File: src/hw/rtl/irpwe_pkg.sv
package irpwe_pkg;

   localparam int DefMaxDataBits = 9;
   localparam int BitCntW        = 4;   // kind bit counts never exceed 9
   localparam int QueueDepth     = 2;

   localparam logic [15:0] PresyncOnUs  = 16'd3000;
   localparam logic [15:0] PresyncOffUs = 16'd6000;
   localparam logic [15:0] HdrShortUs   = 16'd3000;
   localparam logic [15:0] HdrLongUs    = 16'd6000;
   localparam logic [15:0] GapOffUs     = 16'd2000;
   localparam logic [15:0] BitZeroUs    = 16'd1000;
   localparam logic [15:0] BitOneUs     = 16'd2000;
   localparam logic [15:0] IdleDefHalf  = 16'(25000 / 2);
   localparam logic [15:0] IdleTagHalf  = 16'(56000 / 2);
   localparam logic [15:0] IdleCsumHalf = 16'(80000 / 2);
   localparam logic [8:0]  CsumFlag     = 9'(256);

   typedef enum logic [2:0] {
      CMD_TAG    = 3'd0,
      CMD_BEACON = 3'd1,
      CMD_LBEACON = 3'd2,
      CMD_PACKET = 3'd3,
      CMD_DATA   = 3'd4,
      CMD_CSUM   = 3'd5
   } cmd_type;

   typedef enum logic [2:0] {
      ST_IDLE,
      ST_PRESYNC,
      ST_HEADER,
      ST_BITS,
      ST_GAP,
      ST_TERM
   } state_type;

   typedef struct packed {
      logic [2:0] command;
      logic [8:0] payload;
   } req_type;

   typedef struct packed {
      logic        mark_level;
      logic [15:0] mark_us;
      logic [15:0] space_us;
      logic        last_item;
   } rsp_type;

   // one classified request, ready for the sequencer
   typedef struct packed {
      logic               header_long;
      logic               term;
      logic [BitCntW-1:0] nbits;
      logic [8:0]         word;
      logic [15:0]        gap_half_us;
   } job_type;

endpackage

File: src/hw/rtl/irpwe_front.sv
module irpwe_front
   import irpwe_pkg::*;
#(
   parameter int MAX_DATA_BITS = DefMaxDataBits
) (
   input  logic    clock,
   input  logic    reset,
   input  logic    accept,
   input  req_type req,
   output logic    job_valid,
   output job_type job
);

   logic [7:0]         sum_ff, sum_in;
   logic [BitCntW-1:0] kind_bits;

   always_comb begin
      job       = '0;
      job_valid = 1'b0;
      sum_in    = sum_ff;
      kind_bits = '0;
      job.word  = req.payload;
      unique case (req.command)
         CMD_TAG: begin
            job_valid = 1'b1; kind_bits = BitCntW'(7);
            job.term = 1'b1; job.gap_half_us = IdleTagHalf;
         end
         CMD_BEACON: begin
            job_valid = 1'b1; kind_bits = BitCntW'(5); job.header_long = 1'b1;
            job.term = 1'b1; job.gap_half_us = IdleDefHalf;
         end
         CMD_LBEACON: begin
            job_valid = 1'b1; kind_bits = BitCntW'(9); job.header_long = 1'b1;
            job.term = 1'b1; job.gap_half_us = IdleDefHalf;
         end
         CMD_PACKET: begin
            job_valid = 1'b1; kind_bits = BitCntW'(9);
            job.gap_half_us = IdleDefHalf;
            sum_in = req.payload[7:0];
         end
         CMD_DATA: begin
            job_valid = 1'b1; kind_bits = BitCntW'(8);
            job.gap_half_us = IdleDefHalf;
            sum_in = sum_ff + req.payload[7:0];
         end
         CMD_CSUM: begin
            job_valid = 1'b1; kind_bits = BitCntW'(9);
            job.term = 1'b1; job.gap_half_us = IdleCsumHalf;
            job.word = {1'b0, sum_ff} | CsumFlag;
         end
         default: begin
            job_valid = 1'b0;
         end
      endcase
      if (int'(kind_bits) > MAX_DATA_BITS)
         job.nbits = BitCntW'(MAX_DATA_BITS);
      else
         job.nbits = kind_bits;
      job_valid = job_valid & accept;
   end

   always_ff @(posedge clock) begin
      if (reset)
         sum_ff <= '0;
      else if (accept)
         sum_ff <= sum_in;
   end

endmodule

File: src/hw/rtl/irpwe_queue.sv
module irpwe_queue
   import irpwe_pkg::*;
(
   input  logic    clock,
   input  logic    reset,
   input  logic    wr_en,
   input  job_type wr_job,
   output logic    full,
   output logic    empty,
   input  logic    rd_en,
   output job_type rd_job
);

   localparam int PtrW = $clog2(QueueDepth);

   job_type         slot_ff [QueueDepth];
   logic [PtrW-1:0] wr_ptr_ff, rd_ptr_ff;
   logic [PtrW:0]   count_ff;

   assign full   = (count_ff == (PtrW+1)'(QueueDepth));
   assign empty  = (count_ff == '0);
   assign rd_job = slot_ff[rd_ptr_ff];

   always_ff @(posedge clock) begin
      if (wr_en)
         slot_ff[wr_ptr_ff] <= wr_job;
   end

   always_ff @(posedge clock) begin
      if (reset) begin
         wr_ptr_ff <= '0;
         rd_ptr_ff <= '0;
         count_ff  <= '0;
      end else begin
         if (wr_en)
            wr_ptr_ff <= (wr_ptr_ff == PtrW'(QueueDepth-1)) ? '0 : wr_ptr_ff + 1'b1;
         if (rd_en)
            rd_ptr_ff <= (rd_ptr_ff == PtrW'(QueueDepth-1)) ? '0 : rd_ptr_ff + 1'b1;
         if (wr_en && !rd_en)
            count_ff <= count_ff + 1'b1;
         else if (rd_en && !wr_en)
            count_ff <= count_ff - 1'b1;
      end
   end

endmodule

File: src/hw/rtl/irpwe_back.sv
module irpwe_back
   import irpwe_pkg::*;
(
   input  logic    clock,
   input  logic    reset,
   input  logic    job_empty,
   input  job_type job_head,
   output logic    job_pop,
   output logic    empty,
   input  logic    pop,
   output rsp_type rsp
);

   state_type          state_ff, state_in;
   job_type            job_ff, job_in;
   logic [BitCntW-1:0] bit_ff, bit_in;
   rsp_type            rsp_ff, rsp_in;
   logic               rsp_valid_ff, rsp_valid_in;
   logic               slot_free;
   logic [3:0]         bit_idx;

   assign slot_free = !rsp_valid_ff || pop;
   assign empty     = !rsp_valid_ff;
   assign rsp       = rsp_ff;
   assign bit_idx   = 4'(bit_ff - 1'b1);

   always_comb begin
      state_in     = state_ff;
      job_in       = job_ff;
      bit_in       = bit_ff;
      rsp_in       = rsp_ff;
      rsp_valid_in = rsp_valid_ff && !pop;
      job_pop      = 1'b0;
      unique case (state_ff)
         ST_IDLE: begin
            if (!job_empty) begin
               job_pop  = 1'b1;
               job_in   = job_head;
               state_in = ST_PRESYNC;
            end
         end
         ST_PRESYNC: begin
            if (slot_free) begin
               rsp_in       = '{1'b1, PresyncOnUs, PresyncOffUs, 1'b0};
               rsp_valid_in = 1'b1;
               state_in     = ST_HEADER;
            end
         end
         ST_HEADER: begin
            if (slot_free) begin
               rsp_in = '{1'b1, job_ff.header_long ? HdrLongUs : HdrShortUs,
                          GapOffUs, 1'b0};
               rsp_valid_in = 1'b1;
               bit_in       = job_ff.nbits;
               state_in     = ST_BITS;
            end
         end
         ST_BITS: begin
            if (slot_free) begin
               rsp_in = '{1'b1, job_ff.word[bit_idx] ? BitOneUs : BitZeroUs,
                          GapOffUs, 1'b0};
               rsp_valid_in = 1'b1;
               bit_in       = bit_ff - 1'b1;
               if (bit_ff == BitCntW'(1))
                  state_in = ST_GAP;
            end
         end
         ST_GAP: begin
            if (slot_free) begin
               rsp_in = '{1'b0, job_ff.gap_half_us, job_ff.gap_half_us, !job_ff.term};
               rsp_valid_in = 1'b1;
               state_in     = job_ff.term ? ST_TERM : ST_IDLE;
            end
         end
         ST_TERM: begin
            if (slot_free) begin
               rsp_in       = '{1'b0, 16'd0, 16'd0, 1'b1};
               rsp_valid_in = 1'b1;
               state_in     = ST_IDLE;
            end
         end
         default: state_in = ST_IDLE;
      endcase
   end

   always_ff @(posedge clock) begin
      if (reset) begin
         state_ff     <= ST_IDLE;
         rsp_valid_ff <= 1'b0;
         bit_ff       <= '0;
      end else begin
         state_ff     <= state_in;
         rsp_valid_ff <= rsp_valid_in;
         bit_ff       <= bit_in;
      end
   end

   always_ff @(posedge clock) begin
      job_ff <= job_in;
      rsp_ff <= rsp_in;
   end

endmodule

File: src/hw/rtl/ir_pulse_width_packet_encoder.sv
// Pulse-width IR packet encoder.
// Input side is a queue: drive req_data and push; the request transfers on
// a clock edge with push high and full low. Each request (command, payload)
// becomes a run of pulse pairs: pre-sync, header, one pair per data bit MSB
// first, idle gap, and for tag/beacon/checksum a zero terminator pair.
// Unknown commands are accepted and dropped. Packet loads and data adds to
// an 8-bit running checksum that a checksum request sends with bit 8 set.
// Result side is a queue: rsp_data is valid while empty is low and
// transfers on an edge with pop high.
// When idle, a transferred request is fetched into the sequencer's job
// register, then its first pair is registered onto rsp_data. A run has up to
// MAX_DATA_BITS + 4 pairs; the sequencer sends one pair per cycle while not
// stalled, then uses an idle state to fetch the next job from the 2-entry queue.
// When the receiver stalls, the pair held in the output register waits and
// the sequencer holds; the front keeps accepting until the queue fills.
// Reset (synchronous) clears the checksum, the queue and the output valid.
module ir_pulse_width_packet_encoder
   import irpwe_pkg::*;
#(
   parameter int MAX_DATA_BITS = DefMaxDataBits
) (
   input  logic    clock,
   input  logic    reset,
   input  logic    push,
   output logic    full,
   input  req_type req_data,
   output logic    empty,
   input  logic    pop,
   output rsp_type rsp_data
);

   logic    accept;
   logic    job_valid;
   job_type job_new;
   logic    q_empty;
   logic    q_pop;
   job_type q_head;

   assign accept = push && !full;

   irpwe_front #(.MAX_DATA_BITS(MAX_DATA_BITS)) u_front (
      .clock     (clock),
      .reset     (reset),
      .accept    (accept),
      .req       (req_data),
      .job_valid (job_valid),
      .job       (job_new)
   );

   irpwe_queue u_queue (
      .clock  (clock),
      .reset  (reset),
      .wr_en  (job_valid),
      .wr_job (job_new),
      .full   (full),
      .empty  (q_empty),
      .rd_en  (q_pop),
      .rd_job (q_head)
   );

   irpwe_back u_back (
      .clock     (clock),
      .reset     (reset),
      .job_empty (q_empty),
      .job_head  (q_head),
      .job_pop   (q_pop),
      .empty     (empty),
      .pop       (pop),
      .rsp       (rsp_data)
   );

endmodule

File: config.mk
export PLATFORM = sky130hd
export DESIGN_NAME = ir_pulse_width_packet_encoder
export DESIGN_NICKNAME = d
export VERILOG_FILES = /design/src/hw/rtl/irpwe_pkg.sv /design/src/hw/rtl/irpwe_front.sv /design/src/hw/rtl/irpwe_queue.sv /design/src/hw/rtl/irpwe_back.sv /design/src/hw/rtl/ir_pulse_width_packet_encoder.sv
export SDC_FILE = /design/constraint.sdc
export NUM_CORES = 1
export LEC_CHECK = 0
export BUFFER_PORTS_ARGS = -buffer_cell sky130_fd_sc_hd__buf_2
export CAP_MARGIN = 5
export CORE_MARGIN = 5
export CORE_UTILIZATION = 55
export DETAILED_ROUTE_END_ITERATION = 8
export HOLD_SLACK_MARGIN = 0.03
export PLACE_DENSITY = 0.75
export REMOVE_ABC_BUFFERS = 1
export SETUP_SLACK_MARGIN = 0.1
export SLEW_MARGIN = 20
export SYNTH_ARGS = -nofsm -noshare
export SYNTH_HDL_FRONTEND = slang
export SYNTH_SLANG_ARGS = --single-unit
File: constraint.sdc
create_clock -name clock -period 9.3 [get_ports clock]
set_clock_uncertainty 0.2 [all_clocks]
set_input_delay 0.93 -clock clock [delete_from_list [all_inputs] [get_ports clock]]
set_output_delay 0.93 -clock clock [all_outputs]
set_load 0.05 [all_outputs]
==> flow_summary_export.csv, run 1 <==
group,metric,value,unit
cells_and_area,fin_nets,479,
routing,drt-total-wl,8417,um
power,p_sw,0.0007559,W
logic_synthesis,post_synth_xor_area_fraction,1.389,%
sta,setup_viol,0,
logic_synthesis,synthAdderAreaFrac,3.372,%
cells_and_area,final_cells,566,
place,gp_congestion,0.8664,
status,outcome,"finished clean",
power,pwr-share-clk,14.9,%
worst_hold_path,hp-start,"u_back.job_ff[13]",
routing,top_layer,"met4",
worst_hold_path,hold_path.class,"register to register",
floorplanning,die_area,11190,um^2
floorplanning,rows,35,
routing,drt_iter0_markers,129,
cells_and_area,layout_common_cells,"edfxtp_1, buf_2, nand2_1",
logic_synthesis,synthMuxAreaShare,7.240,%
place,hpwl,5971,um
grt,grt.overflow.total,0,
logic_synthesis,syn_avg_cell_area,12.01,um^2
clocking,numCtsBuffers,9,
worst_hold_path,min_to,"u_back.rsp[30]",
logic_synthesis,synthArstFlopShare,0,%
clocking,clk_pin_slew_worst_paths,0.10,ns
cells_and_area,design_area,5464,um^2
routing,wl_per_cell,14.87,um
routing,dr_wl_met2,3907,um
logic_synthesis,synth_compound_area_share,10.04,%
clocking,clock_sinks,108,
logic_synthesis,syn_inst,420,
clocking,ctsResizeCount,0,
sta,timing.setup.tns,0,ns
cells_and_area,drive_gt1_share,21.32,%
routing,drc,0,
worst_setup_path,required,9.37,ns
worst_setup_path,cp_max_fo,17,
clocking,clock_path_buffers,2,
sta,period_needed,2.870,ns
logic_synthesis,yosys_warnings,0,
place,placed_cells,550,
routing,dr.pass1.iters,4,
cells_and_area,synthToLayoutAreaGrowth,8.282,%
routing,wl_met3,356,um
floorplanning,initial_core_util,55.40,%
sta,fmax,348.4,MHz
sta,post-route-period-util,30.86,%
logic_synthesis,synth.distinct_cells,55,
worst_setup_path,worstSetupEndpointType,"register",
clocking,h-tree-depth,3,
cells_and_area,final_common_cell,"edfxtp_1",
logic_synthesis,synth_top_family_by_area,"simple AND/OR/NAND/NOR gates",
clocking,root_buffer,"clkbuf_8",
grt,antenna_found_initial,0,
power,ir_drop,0.1715,mV
worst_setup_path,reg2reg_depth,5,
sta,maxSlewViolCount,0,
floorplanning,ios,52,
routing,viasPerCell,5.553,
logic_synthesis,synthSimpleGateAreaFrac,12.27,%
routing,met1_length,3945,um
logic_synthesis,yosysSeqAreaShare,60.30,%
floorplanning,core-area,9109,um^2
worst_setup_path,crit_type,"primary input to register",
worst_hold_path,holdPathStages,1,
floorplanning,die_x,105.8,um
sta,rsz0062_at_grt,"no",
grt,grt.total_usage,15.89,%
clocking,clk_latency,0.35,ns
worst_setup_path,rr_startpoint,"u_queue.count_ff[0]",
power,seq_power_share,45.0,%
place,dpl-instance-area,5263,um^2
sta,worst_pin_slew,0.9988,ns
job,maxCapViolCount,0,
routing,drtAntennaViolNets,0,
power,p_int,0.001046,W
power,p_sw_share,41.94,%
sta,hold_violations,0,
logic_synthesis,synth_ff_type,"edfxtp_1",
routing,vias,3143,
clocking,cts_setup_buffers,0,
clocking,cts_tree,"built",
logic_synthesis,ys_ff_latch,108,
place,io_buffers,46,
power,power_frac_comb,40.1,%
logic_synthesis,synth-edff-count,88,
worst_setup_path,ff2ff_setup_slack,6.54,ns
worst_setup_path,reg2reg_to,"u_queue.slot_ff[0][29]",
sta,whs,0.3182,ns
power,power.leakage,1.998,nW
cells_and_area,n_antenna_cell,0,
clocking,hold_buffers,0,
logic_synthesis,netlist_area,5046,um^2
grt,grt_pass1_vias,3067,
grt,grt_max_degree,32,
sta,relSlewSlack,33.32,%
grt,grt_pass1_wl,14280,um
worst_setup_path,startpoint_type,"primary input",
cells_and_area,final_core_util,59.99,%
floorplanning,die_height,105.8,um
power,p_per_area,329.9,nW/um^2
worst_setup_path,cp.arrival,2.94,ns
[sequential cells by signal, indices dropped and copies added (netlist names)]
signal / flops
u_queue.count_ff: 2
u_back.state_ff: 3
u_queue.rd_ptr_ff: 1
u_front.sum_ff: 8
u_back.bit_ff: 4
u_back.rsp: 22
u_back.rsp_valid_ff: 1
u_back.job_ff: 22
u_queue.slot_ff: 44
u_queue.wr_ptr_ff: 1
[power by group through the flow]
stage	registers [W]	clock network [W]	logic, W
3_5_place_dp	0.000824	0	0.000716
3_3_place_gp	0.000818	0	0.000700
5_1_grt	0.000831	0.000299	0.000784
6_report	0.000810	0.000269	0.000723
2_1_floorplan	0.00102	0	0.000341
4_1_cts	0.000813	0.000277	0.000721
[Yosys cell counts, drive strengths merged, types with 3 or more instances]
| library cell | instances | area (um^2) |
|---|---|---|
| dfxtp | 20 | 400.4 |
| nor3b | 4 | 30.03 |
| nand3 | 3 | 15.01 |
| nand2b | 6 | 37.54 |
| nand2 | 43 | 161.4 |
| a31oi | 8 | 50.05 |
| inv | 20 | 75.07 |
| and2 | 7 | 43.79 |
| buf | 20 | 143.9 |
| mux2 | 24 | 270.3 |
| nor3 | 7 | 35.03 |
| xor2 | 4 | 35.03 |
| edfxtp | 88 | 2643 |
| nor2b | 9 | 56.30 |
| ha | 12 | 150.1 |
| a21oi | 20 | 100.1 |
| xnor2 | 4 | 35.03 |
| mux2i | 5 | 50.05 |
| clkbuf | 13 | 48.80 |
| nor2 | 32 | 120.1 |
| nand3b | 4 | 30.03 |
| a211oi | 8 | 82.58 |
| nor4 | 3 | 18.77 |
| o21ai | 22 | 110.1 |
[per-stage QoR]
stage	total power, W	worst slack [ns]
finish	0.001802	6.430
CTS	0.001811	6.460
detailed placement	0.001540	6.077
floorplan	0.001364	4.992
global route	0.001914	6.258
global placement	0.001518	6.158
[worst max-delay path: stages]
cell      delay [ns]
buf_2           0.22
or3b_1          0.62
a211oi_4        0.68
and3b_1         0.24
mux2i_1         0.07
a31oi_1         0.18
[how the worst max path moves through the flow]
stage                             from                   to  slack (ns)  depth (start not counted)
global placement          req_data[11]    u_front.sum_ff[7]        6.16                          6
CTS                       req_data[11]    u_front.sum_ff[7]        6.46                          6
finish                    req_data[11]    u_front.sum_ff[7]        6.43                          6
global route              req_data[11]    u_front.sum_ff[7]        6.26                          6
floorplan           u_back.state_ff[0]  u_queue.count_ff[1]        4.99                          5
detailed placement        req_data[11]    u_front.sum_ff[7]        6.08                          6
[cell families (layout without fill, tap and decap cells)]
group	count (synthesis)	count (layout)
muxes	31	31
xor gates and xnor gates	8	8
DFF	108	108
and+or+nand+nor	128	128
adders and majority gates	13	13
other	1	5
AOI/OAI and AO/OA	78	78
buffers and inverters	53	84
[layout make-up]
class	instances	area, um^2
clock inverters	5	42.54
fillers	710	3645
multi-input cells	263	1768
flip-flops and latches	108	3043
clock buffers	11	151.4
inverters	20	75.07
repair buffers	48	245.2
well taps	111	138.9
[metal layers]
metal | vias up | GRT usage (%)
met5 | - | 0
met4 | 0 | 6.846
met3 | 17 | 3.735
met2 | 81 | 24.68
met1 | 1484 | 21.43
li1 | 1561 | -
No activity file was read; power rests on OpenSTA's default activity.
==> run 2, diff against run 1 <==
--- a/config.mk
+++ b/config.mk
@@ -8,10 +8,10 @@
 export BUFFER_PORTS_ARGS = -buffer_cell sky130_fd_sc_hd__buf_2
 export CAP_MARGIN = 5
 export CORE_MARGIN = 5
-export CORE_UTILIZATION = 55
+export CORE_UTILIZATION = 53
 export DETAILED_ROUTE_END_ITERATION = 8
 export HOLD_SLACK_MARGIN = 0.03
-export PLACE_DENSITY = 0.75
+export PLACE_DENSITY = 0.76
 export REMOVE_ABC_BUFFERS = 1
 export SETUP_SLACK_MARGIN = 0.1
 export SLEW_MARGIN = 20
==> constraint.sdc (replaced) <==
create_clock -name clock -period 2.56 [get_ports clock]
set_clock_uncertainty 0.2 [all_clocks]
set_input_delay 0.256 -clock clock [delete_from_list [all_inputs] [get_ports clock]]
set_output_delay 0.256 -clock clock [all_outputs]
set_load 0.05 [all_outputs]
==> flow_summary_export.csv, run 2 (synthesized netlist as in run 1, its figures left out) <==
group,metric,value,unit
status,outcome,"finished clean",
place,placed_cells,578,
power,p_sw,0.002765,W
grt,grt_pass1_vias,3010,
floorplanning,die_height,107.6,um
worst_hold_path,holdPathStages,3,
cells_and_area,fill_cells,724,
worst_setup_path,crit_buf_inv,2,
floorplanning,core-area,9240,um^2
sta,relSlewSlack,53.99,%
floorplanning,die_x,107.6,um
sta,post-route-period-util,90.05,%
clocking,cts_tree,"built",
routing,drt_iter0_markers,160,
routing,dr_wl_met2,4262,um
job,maxCapViolCount,0,
grt,grt.overflow.total,0,
worst_setup_path,crit_slowest_cell,"dlygate4sd3_1",
routing,vias,3218,
sta,period_needed,2.305,ns
floorplanning,initial_core_util,54.61,%
sta,fin_ws,0.2547,ns
worst_setup_path,cpLargestDelayFamily,"buffers and inverters",
clocking,clk_latency,0.36,ns
grt,antenna_found_initial,0,
cells_and_area,layout_common_cells,"edfxtp_1, buf_2, nand2_1",
clocking,clk_pin_slew_worst_paths,0.10,ns
sta,worst_pin_slew,0.6887,ns
place,hpwl,6013,um
clocking,numCtsBuffers,9,
place,gp_congestion,0.8836,
cells_and_area,largest_register_ffs,44,
grt,grt.total_usage,15.48,%
sta,hold_violations,0,
floorplanning,ios,52,
power,pwr-share-clk,15.5,%
cells_and_area,drive_gt1_share,23.45,%
routing,wl_met3,394,um
clocking,clock_sinks,108,
worst_setup_path,slowest_delay,0.53,ns
worst_setup_path,crit_chain,"dlygate4sd3_1 > buf_2 > ha_1 > nand3_1 > nand3b_1 > a221oi_2 > mux2_2 > a31oi_1",
worst_hold_path,hold_path.class,"primary input to register",
worst_setup_path,reg2reg_depth,6,
cells_and_area,final_common_cell,"edfxtp_1",
place,dp_slack,0.2084,ns
worst_setup_path,worstSetupEndpointType,"register",
cells_and_area,final_cells,598,
power,p_sw_share,41.45,%
worst_setup_path,startpoint_type,"primary input",
worst_setup_path,cp_max_fo,7,
power,p_per_area,1188,nW/um^2
worst_setup_path,crit_type,"primary input to register",
routing,drtAntennaViolNets,0,
grt,grt_max_degree,24,
clocking,root_buffer,"clkbuf_8",
grt,grt_pass1_wl,14310,um
power,p_int,0.003905,W
clocking,clock_path_buffers,2,
floorplanning,die_area,11570,um^2
clocking,h-tree-depth,3,
routing,dr.pass1.iters,4,
routing,drt-total-wl,8793,um
routing,met1_length,3963,um
routing,top_layer,"met4",
sta,fmax,433.8,MHz
cells_and_area,top_register,"u_queue.slot_ff",
floorplanning,rows,35,
routing,wl_per_cell,14.70,um
power,seq_power_share,42.6,%
sta,maxSlewViolCount,0,
power,ir_drop,0.6003,mV
sta,rsz0062_at_grt,"no",
cells_and_area,synthToLayoutAreaGrowth,11.26,%
routing,viasPerCell,5.381,
sta,setup_viol,0,
place,io_buffers,46,
cells_and_area,fin_nets,493,
clocking,cts_setup_buffers,0,
power,power.leakage,2.063,nW
worst_setup_path,required,2.65,ns
worst_setup_path,cp.arrival,2.39,ns
worst_setup_path,crit_cells,8,
power,power_frac_comb,42.0,%
cells_and_area,n_antenna_cell,0,
routing,drc,0,
run 2: final cells by class:
type / count / area [um^2] / area share, %
Multi-Input combinational cell: 263 / 1773 / 31.58
Tap cell: 129 / 161.4 / 2.875
Clock inverter: 7 / 76.32 / 1.359
Inverter: 20 / 75.07 / 1.337
Sequential cell: 108 / 3044 / 54.22
Timing Repair Buffer: 62 / 360.3 / 6.419
Clock buffer: 9 / 123.9 / 2.206
run 2: power by group through the flow:
| stage | Combinational (W) | Sequential, W | Clock (W) |
|---|---|---|---|
| detailed placement | 0.00280 | 0.00288 | 0 |
| floorplan | 0.00124 | 0.00371 | 0 |
| global placement | 0.00272 | 0.00285 | 0 |
| global route | 0.00304 | 0.00290 | 0.00112 |
| finish | 0.00280 | 0.00284 | 0.00103 |
| CTS | 0.00281 | 0.00284 | 0.00105 |
run 2: what timing repair did:
| action | in CTS | in global routing |
|---|---|---|
| hold endpoints to repair | 10 | 0 |
| gates resized for setup | 0 | 3 |
| endpoints found under the setup margin | 0 | 4 |
| hold buffers | 4 | 0 |
run 2: metrics by stage:
stage / area, um^2 / TNS, ns / total power, W / hold WS [ns] / util, %
floorplan: 4868 / -52.47 / 0.004954 / 0.1206 / -
global placement: 5363 / 0 / 0.005575 / 0.2970 / 58.04
detailed placement: 5363 / 0 / 0.005674 / 0.3036 / 58.04
CTS: 5603 / 0 / 0.006698 / 0.03342 / 60.64
global route: 5614 / 0 / 0.007061 / 0.06550 / 60.76
finish: 5614 / 0 / 0.006670 / 0.05329 / 60.76
run 2: path summary, 6_finish.rpt:
| check | startpoint | slack, ns | to |
|---|---|---|---|
| worst min register to register | u_front.sum_ff[3] | 0.32 | u_front.sum_ff[3] |
| worst min-delay path | req_data[3] | 0.05 | u_queue.slot_ff[0][19] |
| worst max-delay path | req_data[5] | 0.25 | u_front.sum_ff[7] |
| worst max register to register | u_queue.count_ff[0] | 0.33 | u_queue.count_ff[1] |
run 2: per-layer routing:
metal	track usage (%)	vias up
li1	-	1593
met4	6.312	0
met5	0	-
met1	21.00	1513
met2	25.04	94
met3	2.280	18
run 2: tightest hold or removal path: stages:
cell and delay [ns]:
buf_2 0.10, nand2_1 0.05, nand2_1 0.09
